## src/hw/rtl/joystick_event_coalescer_assert.svh

```systemverilog
// Assertion macros for the joystick event coalescer.
// Included by joystick_event_coalescer to check its own control logic; needs nothing else.
`ifndef JOYSTICK_EVENT_COALESCER_ASSERT_SVH
`define JOYSTICK_EVENT_COALESCER_ASSERT_SVH

`ifndef SYNTH
`define JEC_ASSERT_IMPLIES(lbl, clk, rst, ante, cons) \
   lbl: assert property (@(posedge clk) disable iff (rst) (ante) |-> (cons)) \
      else $error("implication check failed");
`define JEC_ASSERT_NEXT(lbl, clk, rst, ante, cons) \
   lbl: assert property (@(posedge clk) disable iff (rst) (ante) |=> (cons)) \
      else $error("next-cycle check failed");
`else
`define JEC_ASSERT_IMPLIES(lbl, clk, rst, ante, cons)
`define JEC_ASSERT_NEXT(lbl, clk, rst, ante, cons)
`endif

`endif

```

## src/hw/rtl/jec_pkg.sv

```systemverilog
// Shared types and constants of the joystick event coalescer.
// Used by jec_axis_scale and joystick_event_coalescer; depends on nothing.
`timescale 1ns / 1ps

package jec_pkg;

   localparam int JEC_MAX_BUTTONS = 32;
   localparam int JEC_MAX_AXES    = 16;

   localparam int DZ_W    = 15;
   localparam int GAIN_W  = 16;
   localparam int TIMER_W = 16;
   localparam int VALUE_W = 16;
   localparam int CSR_W   = 16;

   localparam int FRAC_BITS  = 12;
   localparam int ROUND_HALF = 2048;
   localparam int SAT_MAX    = 32767;

   localparam logic ACTION_EVENT = 1'b0;
   localparam logic ACTION_TICK  = 1'b1;

   localparam logic [1:0] EVENT_BUTTON = 2'd0;
   localparam logic [1:0] EVENT_AXIS   = 2'd1;
   localparam logic [1:0] EVENT_OTHER2 = 2'd2;
   localparam logic [1:0] EVENT_OTHER3 = 2'd3;

   localparam logic [1:0] ENTRY_BUTTON = 2'd0;
   localparam logic [1:0] ENTRY_AXIS   = 2'd1;
   localparam logic [1:0] ENTRY_MARKER = 2'd2;

   localparam logic [1:0] CSR_DEADZONE = 2'd0;
   localparam logic [1:0] CSR_GAIN     = 2'd1;
   localparam logic [1:0] CSR_COALESCE = 2'd2;
   localparam logic [1:0] CSR_REPEAT   = 2'd3;

   localparam logic [DZ_W-1:0]    DEADZONE_RESET = 15'd1638;
   localparam logic [GAIN_W-1:0]  GAIN_RESET     = 16'd4311;
   localparam logic [TIMER_W-1:0] COALESCE_RESET = 16'd1;
   localparam logic [TIMER_W-1:0] REPEAT_RESET   = 16'd0;

   typedef struct packed {
      logic              action;
      logic [1:0]        event_kind;
      logic              init_flag;
      logic [7:0]        control_number;
      logic signed [15:0] raw_value;
   } req_type;

   typedef struct packed {
      logic [1:0]         entry_kind;
      logic [4:0]         entry_index;
      logic signed [15:0] entry_value;
      logic               last_entry;
   } rsp_type;

   typedef struct packed {
      logic                      done;
      logic signed [VALUE_W-1:0] value;
   } scl_status_type;

endpackage

```

## src/hw/rtl/jec_axis_scale.sv

```systemverilog
// Axis scaling unit: deadzone, shift-add gain multiply, rounding and saturation.
// Depends on jec_pkg.
`timescale 1ns / 1ps

module jec_axis_scale import jec_pkg::*; (
   input  logic                      clock,
   input  logic                      reset,
   input  logic                      start,
   input  logic signed [VALUE_W-1:0] raw_value,
   input  logic [DZ_W-1:0]           threshold,
   input  logic [GAIN_W-1:0]         gain,
   output scl_status_type            status
);

   localparam int STEP_W = $clog2(GAIN_W);
   localparam int PROD_W = 2 * VALUE_W;

   typedef enum logic [1:0] {S_IDLE, S_MUL, S_FIN} scl_state_type;

   scl_state_type             state_ff, state_in;
   logic [PROD_W-1:0]         mcand_ff, mcand_in;
   logic [GAIN_W-1:0]         mplier_ff, mplier_in;
   logic [PROD_W-1:0]         acc_ff, acc_in;
   logic [STEP_W-1:0]         step_ff, step_in;
   logic                      neg_ff, neg_in;
   logic                      done_ff, done_in;
   logic signed [VALUE_W-1:0] value_ff, value_in;

   logic signed [VALUE_W:0]   v_ext;
   logic signed [VALUE_W:0]   d_ext;
   logic                      above;
   logic                      below;
   logic signed [VALUE_W:0]   diff;
   logic [VALUE_W-1:0]        mag;
   logic [PROD_W:0]           rounded;
   logic [PROD_W-FRAC_BITS:0] quot;
   logic [VALUE_W-1:0]        sat;

   assign v_ext = {raw_value[VALUE_W-1], raw_value};
   assign d_ext = signed'({2'b00, threshold});
   assign above = v_ext > d_ext;
   assign below = v_ext < -d_ext;
   assign diff  = above ? (v_ext - d_ext) : (below ? (-v_ext - d_ext) : '0);
   assign mag   = diff[VALUE_W-1:0];

   assign rounded = {1'b0, acc_ff} + (PROD_W + 1)'(ROUND_HALF);
   assign quot    = rounded[PROD_W:FRAC_BITS];
   assign sat     = (quot > (PROD_W - FRAC_BITS + 1)'(SAT_MAX)) ? VALUE_W'(SAT_MAX)
                                                             : quot[VALUE_W-1:0];

   always_comb begin
      state_in  = state_ff;
      mcand_in  = mcand_ff;
      mplier_in = mplier_ff;
      acc_in    = acc_ff;
      step_in   = step_ff;
      neg_in    = neg_ff;
      done_in   = 1'b0;
      value_in  = value_ff;
      unique case (state_ff)
         S_IDLE: begin
            if (start) begin
               mcand_in  = {{(PROD_W - VALUE_W){1'b0}}, mag};
               mplier_in = gain;
               acc_in    = '0;
               step_in   = '0;
               neg_in    = above;
               state_in  = S_MUL;
            end
         end
         S_MUL: begin
            if (mplier_ff[0]) begin
               acc_in = acc_ff + mcand_ff;
            end
            mcand_in  = mcand_ff << 1;
            mplier_in = mplier_ff >> 1;
            step_in   = step_ff + 1'b1;
            if (step_ff == STEP_W'(GAIN_W - 1)) begin
               state_in = S_FIN;
            end
         end
         S_FIN: begin
            value_in = neg_ff ? -signed'(sat) : signed'(sat);
            done_in  = 1'b1;
            state_in = S_IDLE;
         end
         default: begin
            state_in = S_IDLE;
         end
      endcase
   end

   always_ff @(posedge clock) begin
      if (reset) begin
         state_ff <= S_IDLE;
         done_ff  <= 1'b0;
      end else begin
         state_ff <= state_in;
         done_ff  <= done_in;
      end
      mcand_ff  <= mcand_in;
      mplier_ff <= mplier_in;
      acc_ff    <= acc_in;
      step_ff   <= step_in;
      neg_ff    <= neg_in;
      value_ff  <= value_in;
   end

   assign status.done  = done_ff;
   assign status.value = value_ff;

endmodule

```

## src/hw/rtl/joystick_event_coalescer.sv

```systemverilog
// Joystick event coalescer top level: stores, timer, publication sequencer. Uses jec_pkg.
// A tick, a button request or an axis request with init_flag set does not use the scaler; any
// other axis request holds the block until the 16-step shift-add multiplier in jec_axis_scale is done.
// A publication shows one entry per cycle unless the output stalls, one per stored button and axis,
// or one marker entry if none is stored; requests resume once the last entry is registered.
// Synchronous reset restores register defaults and clears both stores, counts and the timer.
`timescale 1ns / 1ps
`include "joystick_event_coalescer_assert.svh"

module joystick_event_coalescer import jec_pkg::*; #(
   parameter int MAX_BUTTONS = JEC_MAX_BUTTONS,
   parameter int MAX_AXES    = JEC_MAX_AXES
) (
   input  logic              clock,
   input  logic              reset,
   input  logic              req_valid,
   output logic              req_ready,
   input  req_type           req_data,
   output logic              rsp_valid,
   input  logic              rsp_ready,
   output rsp_type           rsp_data,
   input  logic              csr_valid,
   output logic              csr_ready,
   input  logic [1:0]        csr_index,
   input  logic [CSR_W-1:0]  csr_data
);

   localparam int BW  = (MAX_BUTTONS > 1) ? $clog2(MAX_BUTTONS) : 1;
   localparam int AW  = (MAX_AXES > 1) ? $clog2(MAX_AXES) : 1;
   localparam int BCW = $clog2(MAX_BUTTONS + 1);
   localparam int ACW = $clog2(MAX_AXES + 1);
   localparam int IW  = (BW > AW) ? BW : AW;

   typedef enum logic [2:0] {ST_IDLE, ST_SCALE, ST_BTN, ST_AXIS, ST_MARK} state_type;

   state_type                 state_ff, state_in;
   logic [MAX_BUTTONS-1:0]    btn_ff, btn_in;
   logic signed [VALUE_W-1:0] axis_ff [MAX_AXES];
   logic signed [VALUE_W-1:0] axis_in [MAX_AXES];
   logic [BCW-1:0]            btn_cnt_ff, btn_cnt_in;
   logic [ACW-1:0]            axis_cnt_ff, axis_cnt_in;
   logic [TIMER_W-1:0]        timer_ff, timer_in;
   logic                      armed_ff, armed_in;
   logic                      pending_ff, pending_in;
   logic [IW-1:0]             idx_ff, idx_in;
   logic [AW-1:0]             axis_sel_ff, axis_sel_in;
   logic [DZ_W-1:0]           dz_ff, dz_in;
   logic [GAIN_W-1:0]         gain_ff, gain_in;
   logic [TIMER_W-1:0]        coal_ff, coal_in;
   logic [TIMER_W-1:0]        rep_ff, rep_in;
   logic                      rsp_valid_ff, rsp_valid_in;
   rsp_type                   rsp_data_ff, rsp_data_in;

   logic           accept;
   logic           is_tick;
   logic           is_btn;
   logic           is_axis;
   logic           now;
   logic           soon;
   logic           out_free;
   logic           btn_end;
   logic           axis_end;
   logic           scl_start;
   scl_status_type scl_status;

   assign req_ready = (state_ff == ST_IDLE);
   assign csr_ready = 1'b1;
   assign accept    = req_valid && req_ready;
   assign is_tick   = (req_data.action == ACTION_TICK);
   assign is_btn    = !is_tick && (req_data.event_kind == EVENT_BUTTON)
                      && ({1'b0, req_data.control_number} < 9'(MAX_BUTTONS));
   assign is_axis   = !is_tick && (req_data.event_kind == EVENT_AXIS)
                      && ({1'b0, req_data.control_number} < 9'(MAX_AXES));
   assign scl_start = accept && is_axis && !req_data.init_flag;
   assign out_free  = !rsp_valid_ff || rsp_ready;
   assign btn_end   = ((IW + 1)'(idx_ff) + 1'b1) == (IW + 1)'(btn_cnt_ff);
   assign axis_end  = ((IW + 1)'(idx_ff) + 1'b1) == (IW + 1)'(axis_cnt_ff);

   jec_axis_scale u_scale (
      .clock     (clock),
      .reset     (reset),
      .start     (scl_start),
      .raw_value (req_data.raw_value),
      .threshold (dz_ff),
      .gain      (gain_ff),
      .status    (scl_status)
   );

   always_comb begin
      state_in     = state_ff;
      btn_in       = btn_ff;
      axis_in      = axis_ff;
      btn_cnt_in   = btn_cnt_ff;
      axis_cnt_in  = axis_cnt_ff;
      timer_in     = timer_ff;
      armed_in     = armed_ff;
      pending_in   = pending_ff;
      idx_in       = idx_ff;
      axis_sel_in  = axis_sel_ff;
      dz_in        = dz_ff;
      gain_in      = gain_ff;
      coal_in      = coal_ff;
      rep_in       = rep_ff;
      rsp_valid_in = rsp_valid_ff && !rsp_ready;
      rsp_data_in  = rsp_data_ff;
      now          = 1'b0;
      soon         = 1'b0;

      if (csr_valid) begin
         unique case (csr_index)
            CSR_DEADZONE: dz_in   = csr_data[DZ_W-1:0];
            CSR_GAIN:     gain_in = csr_data[GAIN_W-1:0];
            CSR_COALESCE: coal_in = csr_data[TIMER_W-1:0];
            CSR_REPEAT:   rep_in  = csr_data[TIMER_W-1:0];
            default:      dz_in   = dz_ff;
         endcase
      end

      if (accept) begin
         if (is_tick) begin
            if (armed_ff) begin
               if (timer_ff <= TIMER_W'(1)) begin
                  timer_in = '0;
                  now      = 1'b1;
               end else begin
                  timer_in = timer_ff - 1'b1;
               end
            end
         end else if (is_btn) begin
            if ({1'b0, req_data.control_number} >= 9'(btn_cnt_ff)) begin
               btn_cnt_in = BCW'({1'b0, req_data.control_number} + 9'd1);
            end
            btn_in[req_data.control_number[BW-1:0]] = (req_data.raw_value != '0);
            if (req_data.init_flag) begin
               soon = 1'b1;
            end else begin
               now = 1'b1;
            end
         end else if (is_axis) begin
            if ({1'b0, req_data.control_number} >= 9'(axis_cnt_ff)) begin
               axis_cnt_in = ACW'({1'b0, req_data.control_number} + 9'd1);
            end
            if (!req_data.init_flag) begin
               axis_sel_in = req_data.control_number[AW-1:0];
               state_in    = ST_SCALE;
            end
            soon = 1'b1;
         end

         if (now) begin
            armed_in   = 1'b0;
            pending_in = 1'b0;
            soon       = 1'b0;
            idx_in     = '0;
            if (btn_cnt_in != '0) begin
               state_in = ST_BTN;
            end else if (axis_cnt_in != '0) begin
               state_in = ST_AXIS;
            end else begin
               state_in = ST_MARK;
            end
         end
         if (!pending_in && soon) begin
            timer_in   = coal_ff;
            pending_in = 1'b1;
            armed_in   = 1'b1;
         end
         if (!armed_in && (rep_ff != '0)) begin
            timer_in = rep_ff;
            armed_in = 1'b1;
         end
      end

      unique case (state_ff)
         ST_IDLE: begin
         end
         ST_SCALE: begin
            if (scl_status.done) begin
               axis_in[axis_sel_ff] = scl_status.value;
               state_in             = ST_IDLE;
            end
         end
         ST_BTN: begin
            if (out_free) begin
               rsp_valid_in            = 1'b1;
               rsp_data_in.entry_kind  = ENTRY_BUTTON;
               rsp_data_in.entry_index = 5'(idx_ff);
               rsp_data_in.entry_value = {{(VALUE_W - 1){1'b0}}, btn_ff[idx_ff[BW-1:0]]};
               rsp_data_in.last_entry  = btn_end && (axis_cnt_ff == '0);
               if (btn_end) begin
                  idx_in   = '0;
                  state_in = (axis_cnt_ff == '0) ? ST_IDLE : ST_AXIS;
               end else begin
                  idx_in = idx_ff + 1'b1;
               end
            end
         end
         ST_AXIS: begin
            if (out_free) begin
               rsp_valid_in            = 1'b1;
               rsp_data_in.entry_kind  = ENTRY_AXIS;
               rsp_data_in.entry_index = 5'(idx_ff);
               rsp_data_in.entry_value = axis_ff[idx_ff[AW-1:0]];
               rsp_data_in.last_entry  = axis_end;
               if (axis_end) begin
                  idx_in   = '0;
                  state_in = ST_IDLE;
               end else begin
                  idx_in = idx_ff + 1'b1;
               end
            end
         end
         ST_MARK: begin
            if (out_free) begin
               rsp_valid_in            = 1'b1;
               rsp_data_in.entry_kind  = ENTRY_MARKER;
               rsp_data_in.entry_index = '0;
               rsp_data_in.entry_value = '0;
               rsp_data_in.last_entry  = 1'b1;
               state_in                = ST_IDLE;
            end
         end
         default: begin
            state_in = ST_IDLE;
         end
      endcase
   end

   always_ff @(posedge clock) begin
      if (reset) begin
         state_ff     <= ST_IDLE;
         btn_ff       <= '0;
         axis_ff      <= '{default: '0};
         btn_cnt_ff   <= '0;
         axis_cnt_ff  <= '0;
         timer_ff     <= '0;
         armed_ff     <= 1'b0;
         pending_ff   <= 1'b0;
         idx_ff       <= '0;
         dz_ff        <= DEADZONE_RESET;
         gain_ff      <= GAIN_RESET;
         coal_ff      <= COALESCE_RESET;
         rep_ff       <= REPEAT_RESET;
         rsp_valid_ff <= 1'b0;
      end else begin
         state_ff     <= state_in;
         btn_ff       <= btn_in;
         axis_ff      <= axis_in;
         btn_cnt_ff   <= btn_cnt_in;
         axis_cnt_ff  <= axis_cnt_in;
         timer_ff     <= timer_in;
         armed_ff     <= armed_in;
         pending_ff   <= pending_in;
         idx_ff       <= idx_in;
         dz_ff        <= dz_in;
         gain_ff      <= gain_in;
         coal_ff      <= coal_in;
         rep_ff       <= rep_in;
         rsp_valid_ff <= rsp_valid_in;
      end
      axis_sel_ff <= axis_sel_in;
      rsp_data_ff <= rsp_data_in;
   end

   assign rsp_valid = rsp_valid_ff;
   assign rsp_data  = rsp_data_ff;

   `JEC_ASSERT_IMPLIES(a_pending_armed, clock, reset, pending_ff, armed_ff)
   `JEC_ASSERT_IMPLIES(a_scale_done_owned, clock, reset, scl_status.done, state_ff == ST_SCALE)
   `JEC_ASSERT_IMPLIES(a_counts_bounded, clock, reset, 1'b1,
      (btn_cnt_ff <= BCW'(MAX_BUTTONS)) && (axis_cnt_ff <= ACW'(MAX_AXES)))
   `JEC_ASSERT_IMPLIES(a_marker_last, clock, reset,
      rsp_valid_ff && (rsp_data_ff.entry_kind == ENTRY_MARKER), rsp_data_ff.last_entry)
   `JEC_ASSERT_NEXT(a_scale_start_busy, clock, reset, scl_start, state_ff == ST_SCALE)

endmodule
```

## config.mk

```make
export PLATFORM = sky130hd
export DESIGN_NAME = joystick_event_coalescer
export DESIGN_NICKNAME = d
export VERILOG_FILES = /design/src/hw/rtl/jec_pkg.sv /design/src/hw/rtl/jec_axis_scale.sv /design/src/hw/rtl/joystick_event_coalescer.sv
export VERILOG_INCLUDE_DIRS = /design/src /design/src/hw/rtl
export SDC_FILE = /design/constraint.sdc
export NUM_CORES = 1
export LEC_CHECK = 0
export BUFFER_PORTS_ARGS = -buffer_cell sky130_fd_sc_hd__clkbuf_2
export CORE_MARGIN = 3
export CORE_UTILIZATION = 65
export CTS_BUF_LIST = sky130_fd_sc_hd__clkbuf_8
export CTS_CLUSTER_DIAMETER = 120
export DETAILED_ROUTE_END_ITERATION = 8
export PLACE_DENSITY = 0.91
export SETUP_SLACK_MARGIN = 0.4
export SLEW_MARGIN = 0
export SYNTH_ARGS = -nofsm -noshare
export SYNTH_HDL_FRONTEND = slang
export SYNTH_SLANG_ARGS = --single-unit
```

## constraint.sdc

```tcl
create_clock -name clock -period 11.4 [get_ports clock]
set_input_delay 0.57 -clock clock [delete_from_list [all_inputs] [get_ports clock]]
set_output_delay 0.57 -clock clock [all_outputs]
set_load 0.01 [all_outputs]
```

# ---- Word-level counts from Yosys, hierarchy flattened
# Index checks and enable logic that the tools add are counted.
dict set report word_totals {
  in_bits 51
  wordCells 229
  ram_bits 0
  regBits 521
  romBits 0
  latchBits 0
  out_inout_bits 27
  memories 0
}
dict set report op_classes {
  n_eq_ne 19
  n_div 0
  n_reduce_logical 47
  add_sub_neg 12
  magnitude_cmp 14
  multipliers 0
  mux 90
  shifts 0
  bitwise_logic 5
}
# operator count
set ops {}
lappend ops {{256-bit bitwise mux} 1}
lappend ops {{16-bit two-way mux} 13}
lappend ops {{32-bit one-hot mux with 2 select lines} 2}
lappend ops {{32-bit two-way mux} 3}
lappend ops {{24-bit two-way mux} 3}
lappend ops {{24-bit one-hot mux with 3 select lines} 1}
lappend ops {{16-bit binary-select mux with 4-bit select} 1}
lappend ops {{16-bit demux with 4-bit select} 1}
lappend ops {{5-bit two-way mux} 11}
lappend ops {{3-bit two-way mux} 14}
lappend ops {{32-bit by 12-bit adder with 33-bit output (second input constant)} 1}
lappend ops {{32-bit adder} 1}
lappend ops {{32-bit bitwise mux} 1}
lappend ops {{16-bit negator} 2}
lappend ops {{16-bit one-hot mux with 2 select lines} 1}
lappend ops {{16-bit nonzero test} 2}
lappend ops {{1-bit two-way mux} 24}
lappend ops {{6-bit two-way mux} 4}
lappend ops {{21-bit by 15-bit greater-than comparator with 1-bit output (second input constant)} 1}
lappend ops {{16-bit by 17-bit < comparator with 1-bit output} 1}
lappend ops {{15-bit negator with 17-bit output} 1}
lappend ops {{16-bit greater-than comparator} 1}
lappend ops {{16-bit by 1-bit <= comparator with 1-bit output (second input constant)} 1}
lappend ops {{2-bit AND reduction} 8}
lappend ops {{other kinds (49)} 88}

# ---- Longest topological paths before layout
# Gate-level depths: netlist of run 1.
dict set report depth {
  word_depth 16
  depth_mapped 18
  ltp_nobuf 17
}

# ---- By module
# Synthesis of run 1 repeated with hierarchy kept, for this count alone.
dict set report unflattened {
  hier_cells 3129
  hier_area_um2 27258.6
}
# module area_each_um2 n_inst cells_per_inst seq_area_each_um2
set by_module_without_submodules {}
lappend by_module_without_submodules {joystick_event_coalescer 18660.4 1 2196 8628.3}
lappend by_module_without_submodules {jec_axis_scale 8598.2 1 933 3093.0}

# ---- Worst setup path before layout of run 1
# Ideal clock, no wire load.
dict set report synth_path {
  path_type {input -> register}
  start {in req_data[27] (netlist bit)}
  end {reg u_scale.acc_ff[0], enable pin}
  arrival_time_ps 8188
  stages 5
  t_required_ps 10930
  path_buffers 0
  setup_slack_ps 2742
  path_cell_list {or4_1 or3_1 or3_1 o21ai_0 a21boi_0}
}
dict set report synth_between {
  elab_chain_cells 7
}
# element line
set synth_lines {}
lappend synth_lines {{start: declaration} joystick_event_coalescer.sv:18} ;# input req_type req_data,
lappend synth_lines {{1-bit logical NOT} joystick_event_coalescer.sv:72} ;# assign is_axis = !is_tick && (req_data.event_kind == EVENT_AXIS)
lappend synth_lines {{1-bit logical AND} joystick_event_coalescer.sv:72}
lappend synth_lines {{1-bit logical AND} joystick_event_coalescer.sv:73} ;# && ({1'b0, req_data.control_number} < 9'(MAX_AXES));
lappend synth_lines {{1-bit logical AND (2 in series)} joystick_event_coalescer.sv:74} ;# assign scl_start = accept && is_axis && !req_data.init_flag;
lappend synth_lines {{2-bit != test (no line)} --}
lappend synth_lines {{3-bit AND reduction (no line)} --}
lappend synth_lines {{end signal: assignment} jec_axis_scale.sv:103} ;# acc_ff <= acc_in;
lappend synth_lines {{end: declaration} jec_axis_scale.sv:23} ;# logic [PROD_W-1:0] acc_ff, acc_in;
# Every way passes these cells.
# A chain may end at the register's enable or synchronous reset.

# ---- Worst setup path after layout of run 1
dict set report layout_path {
  start {reg u_scale.acc_ff[14]}
  end {reg u_scale.value_ff[14], data pin}
}
dict set report layout_between {
  elab_chain_cells 5
}
# element line
set layout_lines {}
lappend layout_lines {{32-bit by 12-bit adder with 33-bit output} jec_axis_scale.sv:46} ;# assign rounded = {1'b0, acc_ff} + (PROD_W + 1)'(ROUND_HALF);
lappend layout_lines {{21-bit by 15-bit greater-than comparator with 1-bit output} jec_axis_scale.sv:48} ;# assign sat = (quot > (PROD_W - FRAC_BITS + 1)'(SAT_MAX)) ? VALUE_W'(SAT_MAX)
lappend layout_lines {{16-bit two-way mux} jec_axis_scale.sv:48}
lappend layout_lines {{net u_scale.sat[0]} jec_axis_scale.sv:37} ;# logic [VALUE_W-1:0] sat;
lappend layout_lines {{16-bit negator} jec_axis_scale.sv:83} ;# value_in = neg_ff ? -signed'(sat) : signed'(sat);
lappend layout_lines {{16-bit two-way mux} jec_axis_scale.sv:83}
lappend layout_lines {{end signal: assignment} jec_axis_scale.sv:106} ;# value_ff <= value_in;
lappend layout_lines {{end: declaration} jec_axis_scale.sv:27} ;# logic signed [VALUE_W-1:0] value_ff, value_in;
# The timed path passes the listed nets, and every way through them passes these cells.

==> metrics.md, run 1 <==
| Metric | Value |
|---|---|
| Result of the run | `finished clean` |
| Switching part of the total power | `26.4%` |
| Sequential Area | `11700 sq um` |
| # H-tree levels | `3` |
| Setup CP Type | `reg2reg` |
| Predominant post-synthesis flop cell | `dfxtp_1` |
| Final Hold Violating Endpoints | `0` |
| Combinational cell fraction of total power | `10.9%` |
| Largest stage delay on the critical path | `0.75 ns` |
| Antenna Diode Count | `0` |
| Vias after detailed routing | `23.7k` |
| Layout area overhead | `8.22%` |
| Slowest CP cell | `nor4_1` |
| Async set-reset flop share out of synthesis | `0%` |
| Total Routing Usage GR | `30.9%` |
| GPL Wtd Cong | `0.980` |
| RSZ-0062 raised after global routing | `no` |
| Final-layout setup total negative slack | `0 ns` |
| Core region area | `41000 sq um` |
| Tightest Pin Transition | `1.31 ns` |
| Power density over the cells | `137 nW/um^2` |
| Count of filler cells inserted in the layout | `2734` |
| First-pass GRT wire length | `113000 microns` |
| Syn_area_per_cell | `8.67 sq um` |
| Hold-fix buffers at CTS | `0` |
| Iter 0 DRT Violations | `2899` |
| Max Slew Vio Count | `0` |
| Number of detailed-routing iterations run before antenna repair | `8` |
| Net total in the final layout | `3272` |
| Final period demand of the worst path | `4.46 ns` |
| Final period util | `39.2%` |
| Internal power | `0.00295 W` |
| Yosys synthesis warning count | `0` |
| Floorplan die area | `44100 sq um` |
| Number of top-level pins | `78` |
| Clk pin slew, worst setup/hold paths | `0.06 ns` |
| Instance count of the mapped netlist | `3121` |
| Number of failing setup endpoints in the final timing report | `0` |
| # port buffers | `76` |
| Maximum number of pins on one net before global-route repair | `250` |
| Kind of cell adding the most delay to the critical path | `simple AND/OR/NAND/NOR gates` |
| Number of placed cells counting well taps | `3553` |
| Kind of capture point of the worst setup path | `flop` |
| Starting density of the core | `66.0%` |
| Critical-path maximum fanout | `19` |
| Buffers and inverters on the worst path | `1` |
| Total length of routed wires | `70500 microns` |
| Dpl cell area | `27600 sq um` |
| Worst min-delay path class | `in2reg` |
| Post-detail-place hpwl | `46400 microns` |
| Share of cells above drive strength 1 | `11.0%` |
| Post-Synthesis Cell Area | `27100 sq um` |
| Final design utilization | `71.4%` |
| Filler-free cell count of the finished design | `3706` |
| Seq pwr share | `48.4%` |
| Setup skew after layout | `0.0352 ns` |
| Count of different cell masters after synthesis | `85` |
| Switching power | `0.00106 W` |
| Post-cts repair resize count | `0` |
| Synthesized Nets | `3288` |
| Max-cap violations | `0` |
| Number of sinks on the clock net | `521` |
| WL per Instance | `19.0 microns` |
| Post CTS Setup Buffer Count | `0` |
| Initial antenna violation count | `0` |
| Number of rows in the core area | `74` |
| Pre-CTS setup slack | `7.03 ns` |
| Post-detailed-route count of antenna-violating nets | `0` |
| Leak pwr | `10.2 nW` |
| Clock share of power | `40.7%` |
| Critical Path Source Type | `flop` |
| Data arrival time at the worst-slack endpoint | `4.83 ns` |
| DIE HEIGHT | `210 microns` |
| Clock root buffer | `clkbuf_8` |
| Seq/Total Area, Yosys | `43.3%` |
| Max-slew headroom at the worst pin | `12.1%` |
| Maximum ir drop on the vdd rail | `0.0839 mV` |
| Number of enable flip-flop cells after synthesis | `129` |
| Final design instance area without fill | `29300 sq um` |
| Max Buffers Root-to-Sink | `3` |
| Upper clock frequency limit | `224 MHz` |
| Library cell appearing most often on the critical path | `or2_2` |
| Skew-Pair Late Insertion Delay | `0.68 ns` |
| Multi-input logic area | `14300 sq um` |
| Required time at the endpoint of the critical path | `11.77 ns` |
| Horizontal extent of the die | `210 microns` |
| CTS tree | `built` |
| Overflow left after global routing | `0` |
| Vias per Instance | `6.41` |
| Residual DRC | `0` |
| Crit-path cells | `nand3_1, or4_1, nor4_4, nor2_2, or2_2, inv_1, ha_1, nand2_1, or2_2, nor4_1, nand4_1, mux2i_1, a211oi_1` |
| Worst setup slack after layout | `6.94 ns` |
| CTS Buf Count | `82` |
| Post-synthesis register bit count | `521` |
| Via count of the first global-routing pass | `23.2k` |
==> cell families (layout without fill, tap and decap cells) <==
logic type / count (synthesis) / after routing / synth area share, %
muxes: 107 / 107 / 8.13
AOI/OAI and AO/OA: 653 / 653 / 14.1
buffers and inverters: 291 / 344 / 4.23
DFF: 521 / 521 / 43.3
adders and majority gates: 116 / 116 / 5.45
other: 1 / 1 / 0.0139
and+or+nand+nor: 1333 / 1333 / 21.6
xor gates and xnor gates: 99 / 99 / 3.20
==> layout make-up <==
cell class | instances | area share [%]
tap | 532 | 2.27
inverter | 92 | 1.18
multi-input combinational | 2309 | 48.7
clock inverter | 47 | 0.901
timing repair buffer | 99 | 1.96
clock buffer | 106 | 4.98
sequential | 521 | 40.0
==> per-layer routing <==
layer  vias up  wire, microns  track usage, %
met5         -              0               0
met4         0           2980            15.6
met3       302           6480            5.80
met2      1394          34400            52.3
met1     11200          26700            38.1
li1      10800              -               -
==> synth_stat cells (14+ instances only) <==
library cell | number | area [sq um]
mux2i_1 | 15 | 150
and2_1 | 33 | 206
xnor2_1 | 64 | 561
a21oi_1 | 415 | 2080
a211oi_1 | 17 | 128
edfxtp_1 | 129 | 3870
buf_1 | 19 | 71.3
nand2_1 | 796 | 2990
xor2_1 | 35 | 307
ha_1 | 113 | 1410
nor3_1 | 85 | 425
nand2b_1 | 25 | 156
nor2b_1 | 37 | 231
o311ai_0 | 18 | 158
dfxtp_1 | 392 | 7850
inv_1 | 92 | 345
and3_1 | 14 | 87.6
nand4_1 | 15 | 93.8
nor2_1 | 180 | 676
o21ai_0 | 56 | 280
mux4_2 | 90 | 2030
nor4_1 | 25 | 156
clkbuf_1 | 167 | 627
nand3_1 | 55 | 275
==> power groups by stage <==
stage / Combinational [W] / Sequential [W] / Clock (W)
after global placement: 0.000403 / 0.00198 / 0
final: 0.000435 / 0.00194 / 0.00163
after detailed placement: 0.000417 / 0.00198 / 0
after CTS: 0.000423 / 0.00194 / 0.00163
after floorplan: 0.000326 / 0.00197 / 0
after global routing: 0.000476 / 0.00194 / 0.00173
==> sequential cells by signal, indices dropped and copies added (netlist names), 24 cells and up <==
register,count
axis_ff,256
btn_ff,32
rsp_data,24
u_scale.acc_ff,32
u_scale.mcand_ff,32
==> final timing paths <==
path              cells past startpoint          startpoint                    to  slack, ns
setup / recovery                     13  u_scale.acc_ff[14]  u_scale.value_ff[14]       6.94
hold reg to reg                       2        axis_ff[188]          axis_ff[188]       0.45
setup reg to reg                     13  u_scale.acc_ff[14]  u_scale.value_ff[14]       6.94
hold / removal                        3        csr_data[15]            rep_ff[15]       0.19
==> stage by stage <==
step                      hold slack, ns  total power [W]
after floorplan                    0.432          0.00230
after global routing               0.187          0.00414
final                              0.185          0.00400
after global placement             0.438          0.00238
after CTS                          0.151          0.00399
after detailed placement           0.445          0.00239
==> layout by cell type (no fill, tap or decap), drive strengths merged, types with 14 or more instances in the layout <==
master / count
a211oi: 17
a21oi: 415
and2: 35
and3: 14
buf: 24
clkbuf: 181
dfxtp: 392
edfxtp: 129
ha: 113
inv: 125
mux2i: 15
mux4: 90
nand2: 796
nand2b: 26
nand3: 55
nand4: 15
nor2: 182
nor2b: 37
nor3: 85
nor4: 27
o21ai: 65
o311ai: 18
xnor2: 64
xor2: 35
==> worst register-to-register path, cell delays in order (launching register included) <==
cell and delay, ns:
edfxtp_1 0.52, nand3_1 0.17, or4_1 0.67, nor4_4 0.40
nor2_2 0.22, or2_2 0.34, inv_1 0.07, ha_1 0.16
nand2_1 0.05, or2_2 0.31, nor4_1 0.75, nand4_1 0.23
mux2i_1 0.22, a211oi_1 0.07
No activity file was read; power rests on OpenSTA's default activity.
==> run 2, diff against run 1 <==
--- a/config.mk
+++ b/config.mk
@@ -6,6 +6,7 @@
 export SDC_FILE = /design/constraint.sdc
 export NUM_CORES = 1
 export LEC_CHECK = 0
+export ABC_AREA = 1
 export BUFFER_PORTS_ARGS = -buffer_cell sky130_fd_sc_hd__clkbuf_2
 export CORE_MARGIN = 3
 export CORE_UTILIZATION = 65
==> constraint.sdc (replaced) <==
create_clock -name clock -period 4.25 [get_ports clock]
set_input_delay 0.2125 -clock clock [delete_from_list [all_inputs] [get_ports clock]]
set_output_delay 0.2125 -clock clock [all_outputs]
set_load 0.01 [all_outputs]
==> run 2 against run 1 <==
Effect of this change: design area rose by 3.2%; count of clock-buffer cells in the layout fell by 11; die area rose by 2.2%; critical path depth rose by 10; core utilization rose by 1.5 points; sequential power rose to 2.7 times the previous value; register-to-register slack got worse by 6.3 ns; critical path type unchanged.
==> metrics.md, run 2 <==
| Metric | Value |
|---|---|
| Final Hold Violating Endpoints | `0 (unchanged)` |
| Residual DRC | `0 (unchanged)` |
| Combinational family with the most area after synthesis | `simple AND/OR/NAND/NOR gates` |
| Leading post-synthesis cells by cell area | `dfxtp_1 (28%), edfxtp_1 (14%), nor2_1 (11%)` |
| First-pass GRT wire length | `122000 microns (+7.8%)` |
| Count of different cell masters after synthesis | `51 (-40%)` |
| Yosys synthesis warning count | `0 (unchanged)` |
| Synth Area in Adders | `5.33% (-0.12 points)` |
| Biggest register | `axis_ff` |
| Core region area | `41500 sq um (+1.1%)` |
| Critical-path maximum fanout | `7 (-12)` |
| Initial antenna violation count | `0 (unchanged)` |
| Vias per Instance | `6.06 (-5.4%)` |
| Data arrival time at the worst-slack endpoint | `4.01 ns (-0.82 ns)` |
| Layout area overhead | `9.27%` |
| Crit-path cells | `inv_2, ha_2, nand3_2, nor2_1, nand2_1, nor2_2, nand3_2, nor3_4, nand3_2, xor2_1, ha_1, nand2_1, inv_1, o21ai_1, nand2_1, nor2_1, nand3_1, xor2_1, buf_4, nand2_4, clkinvlp_4, nand2_1, a31oi_1` |
| Commonest non-fill, non-tap cells in the layout | `nor2_1 (825), o21ai_0 (562), nand2_1 (391), dfxtp_1 (388), inv_1 (356)` |
| Synthesized-area fraction occupied by ao, oa, aoi and oai cells | `20.0% (+5.9 points)` |
| RSZ-0062 raised after global routing | `no` |
| Total Routing Usage GR | `32.9% (+2.1 points)` |
| Max-cap violations | `0 (unchanged)` |
| Final period util | `85.9% (+47 points)` |
| Number of top-level pins | `78 (unchanged)` |
| Iter 0 DRT Violations | `3187 (+9.9%)` |
| WL per Instance | `17.3 microns (-9.4%)` |
| Simple-gate share of the synthesized area | `22.4% (+0.89 points)` |
| Clk pin slew, worst setup/hold paths | `0.06 ns (about the same)` |
| CTS Buf Count | `84 (+2.4%)` |
| Number of failing setup endpoints in the final timing report | `0 (unchanged)` |
| Result of the run | `finished clean` |
| Largest register FFs | `256 (unchanged)` |
| Upper clock frequency limit | `274 MHz (+22%)` |
| Kind of capture point of the worst setup path | `flop` |
| Number of detailed-routing iterations run before antenna repair | `6 (-2)` |
| Post-detailed-route count of antenna-violating nets | `0 (unchanged)` |
| Most common library cells after synthesis | `nor2_1 (827), o21ai_0 (563), nand2_1 (395)` |
| DIE HEIGHT | `212 microns (+1.1%)` |
| Maximum ir drop on the vdd rail | `0.345 mV (+310%)` |
| Filler-free cell count of the finished design | `4409 (+19%)` |
| Instance count of the mapped netlist | `3779 (+21%)` |
| CTS tree | `built` |
| Slowest CP cell | `dfxtp_1` |
| Required time at the endpoint of the critical path | `4.61 ns (-7.16 ns)` |
| Predominant post-synthesis flop cell | `dfxtp_1` |
| Dpl cell area | `28300 sq um (+2.6%)` |
| Final period demand of the worst path | `3.65 ns (-0.812 ns)` |
| Seq/Total Area, Yosys | `42.4% (-0.94 points)` |
| Leak pwr | `13.3 nW (+30%)` |
| Portion of synthesized cell area occupied by the leading cell type | `28.4% (-0.63 points)` |
| Post-Synthesis Cell Area | `27700 sq um (+2.2%)` |
| Floorplan die area | `45100 sq um (+2.2%)` |
| Synthesized Nets | `3946 (+20%)` |
| Most common library cell in the layout ignoring fill and taps | `nor2_1` |
| Vias after detailed routing | `26.7k (+13%)` |
| Post-synthesis register bit count | `521 (unchanged)` |
| Clock root buffer | `clkbuf_8` |
| Count of filler cells inserted in the layout | `3139 (+15%)` |
| Horizontal extent of the die | `212 microns (+1.1%)` |
| Number of placed cells counting well taps | `4227 (+19%)` |
| R2r startpoint | `dz_ff[0]` |
| Final-layout setup total negative slack | `0 ns (unchanged)` |
| # H-tree levels | `3 (unchanged)` |
| Max Slew Vio Count | `0 (unchanged)` |
| Final design instance area without fill | `30200 sq um (+3.2%)` |
| Max-slew headroom at the worst pin | `13.4% (+1.3 points)` |
| Share of cell area taken by muxes after synthesis | `0% (-8.1 points)` |
| Starting density of the core | `66.7% (+0.71 points)` |
| Overflow left after global routing | `0 (unchanged)` |
| Number of enable flip-flop cells after synthesis | `129 (unchanged)` |
| Number of rows in the core area | `74 (unchanged)` |
| Total length of routed wires | `76100 microns (+7.8%)` |
| Power consumption | `0.0107 W (+170%)` |
| GPL Wtd Cong | `0.925 (-5.6%)` |
| Xor/xnor share of the synthesized area | `2.47% (-0.73 points)` |
| Cell with the most instances after synthesis | `nor2_1` |
| Critical Path Source Type | `flop` |
| # port buffers | `76 (unchanged)` |
| Skew-Pair Late Insertion Delay | `0.69 ns (about the same)` |
| Syn_area_per_cell | `7.32 sq um (-16%)` |
| Number of sinks on the clock net | `521 (unchanged)` |
| Post-detail-place hpwl | `48000 microns (+3.3%)` |
| Setup skew after layout | `0.0330 ns (-0.00223 ns)` |
| Power density over the cells | `352 nW/um^2 (+160%)` |
| Worst min-delay path class | `in2reg` |
| Tightest Pin Transition | `1.29 ns (-0.0259 ns)` |
| Max Buffers Root-to-Sink | `3 (unchanged)` |
| Via count of the first global-routing pass | `24.8k (+6.8%)` |
| Library cell appearing most often on the critical path | `nand2_1` |
| Antenna Diode Count | `0 (unchanged)` |
| Net total in the final layout | `3975 (+21%)` |
| Async set-reset flop share out of synthesis | `0% (unchanged)` |
| Largest stage delay on the critical path | `0.34 ns (-0.41 ns)` |
| Min-Delay Startpoint | `req_data[25]` |
| Share of cells above drive strength 1 | `7.45% (-3.5 points)` |
| Maximum number of pins on one net before global-route repair | `132 (-47%)` |
| Biggest area consumer among synthesized cells | `dfxtp_1` |
| CP Launch Point | `dz_ff[0]` |
| Setup CP Type | `reg2reg` |
[run 2: changes by cell type after synthesis, moves of 26 or more]
cell / before / now
nor2_1: 180 / 827
o21ai_0: 56 / 563
nand2_1: 796 / 395
inv_1: 92 / 324
a21oi_1: 415 / 274
nand3_1: 55 / 146
mux4_2: 90 / 0
o211ai_1: 9 / 63
xnor2_1: 64 / 10
nor2b_1: 37 / 0
and2_1: 33 / 0
xor2_1: 35 / 68
nor3_1: 85 / 58
o221ai_1: 3 / 29
[run 2: worst paths after layout]
path / endpoint / slack (ns) / depth (start not counted)
worst max-delay path: u_scale.mcand_ff[1] / 0.60 / 23
worst min-delay path: axis_sel_ff[0] / 0.08 / 3
worst min register to register: axis_ff[11] / 0.45 / 2
worst max register to register: u_scale.mcand_ff[1] / 0.60 / 23
[run 2: through the flow]
stage,hold slack (ns),setup WS [ns],utilization [%]
detailed placement,0.436,0.512,68.2
global route,0.0897,0.310,72.9
CTS,0.0312,0.481,72.7
finish,0.0811,0.597,72.9
floorplan,0.311,0.652,-
global placement,0.433,0.579,68.2
[run 2: cell families (layout without fill, tap and decap cells)]
group                    count (synthesis)  count (layout)
flip-flops                             521             521
XOR/XNOR                                78              78
other                                    1               1
adder cells (fa/ha/maj)                116             116
buffers and inverters                  535             633
AO/OA/AOI/OAI                         1016            1016
AND/OR/NAND/NOR                       1512            1512
[run 2: area by class of cell]
cell class                      instances  area (sq um)  area share [%]
Multi-Input combinational cell       2723         14000            46.2
Sequential cell                       521         11700            38.8
Clock buffer                           95          1310            4.32
Inverter                              336          1270            4.22
Timing Repair Buffer                  141           956            3.16
Tap cell                              532           666            2.20
Clock inverter                         60           328            1.08
Timing Repair inverter                  1          7.51          0.0248
[run 2: what timing repair did]
item / in CTS / in global routing
hold endpoints to repair: 71 / 0
resized for setup: 0 / 18
setup buffers: 0 / 1
hold buffers: 25 / 0
setup endpoints to repair: 0 / 17
[run 2: power breakdown]
part / leakage [nW] / total (W) / switching (W) / internal, W
logic: 7.92 / 0.00119 / 0.000771 / 0.000422
registers: 4.37 / 0.00521 / 0.0000624 / 0.00515
clock network: 0.973 / 0.00425 / 0.00206 / 0.00218
total: 13.3 / 0.0107 / 0.00289 / 0.00776
[run 2: worst max-delay path: cells and delay by family, from the launching register on]
family	cells	cell delay [ns]
and+or+nand+nor	13	1.54
buffers and inverters	4	0.50
DFF	1	0.34
AOI/OAI and AO/OA	2	0.18
xor gates and xnor gates	2	0.29
adders and majority gates	2	0.49
[run 2: per-layer routing]
metal  share of wire (%)  GRT usage (%)
met3                  11           7.20
met5                   0              0
met4                 4.0           13.9
met2                  45           52.8
met1                  40           43.4
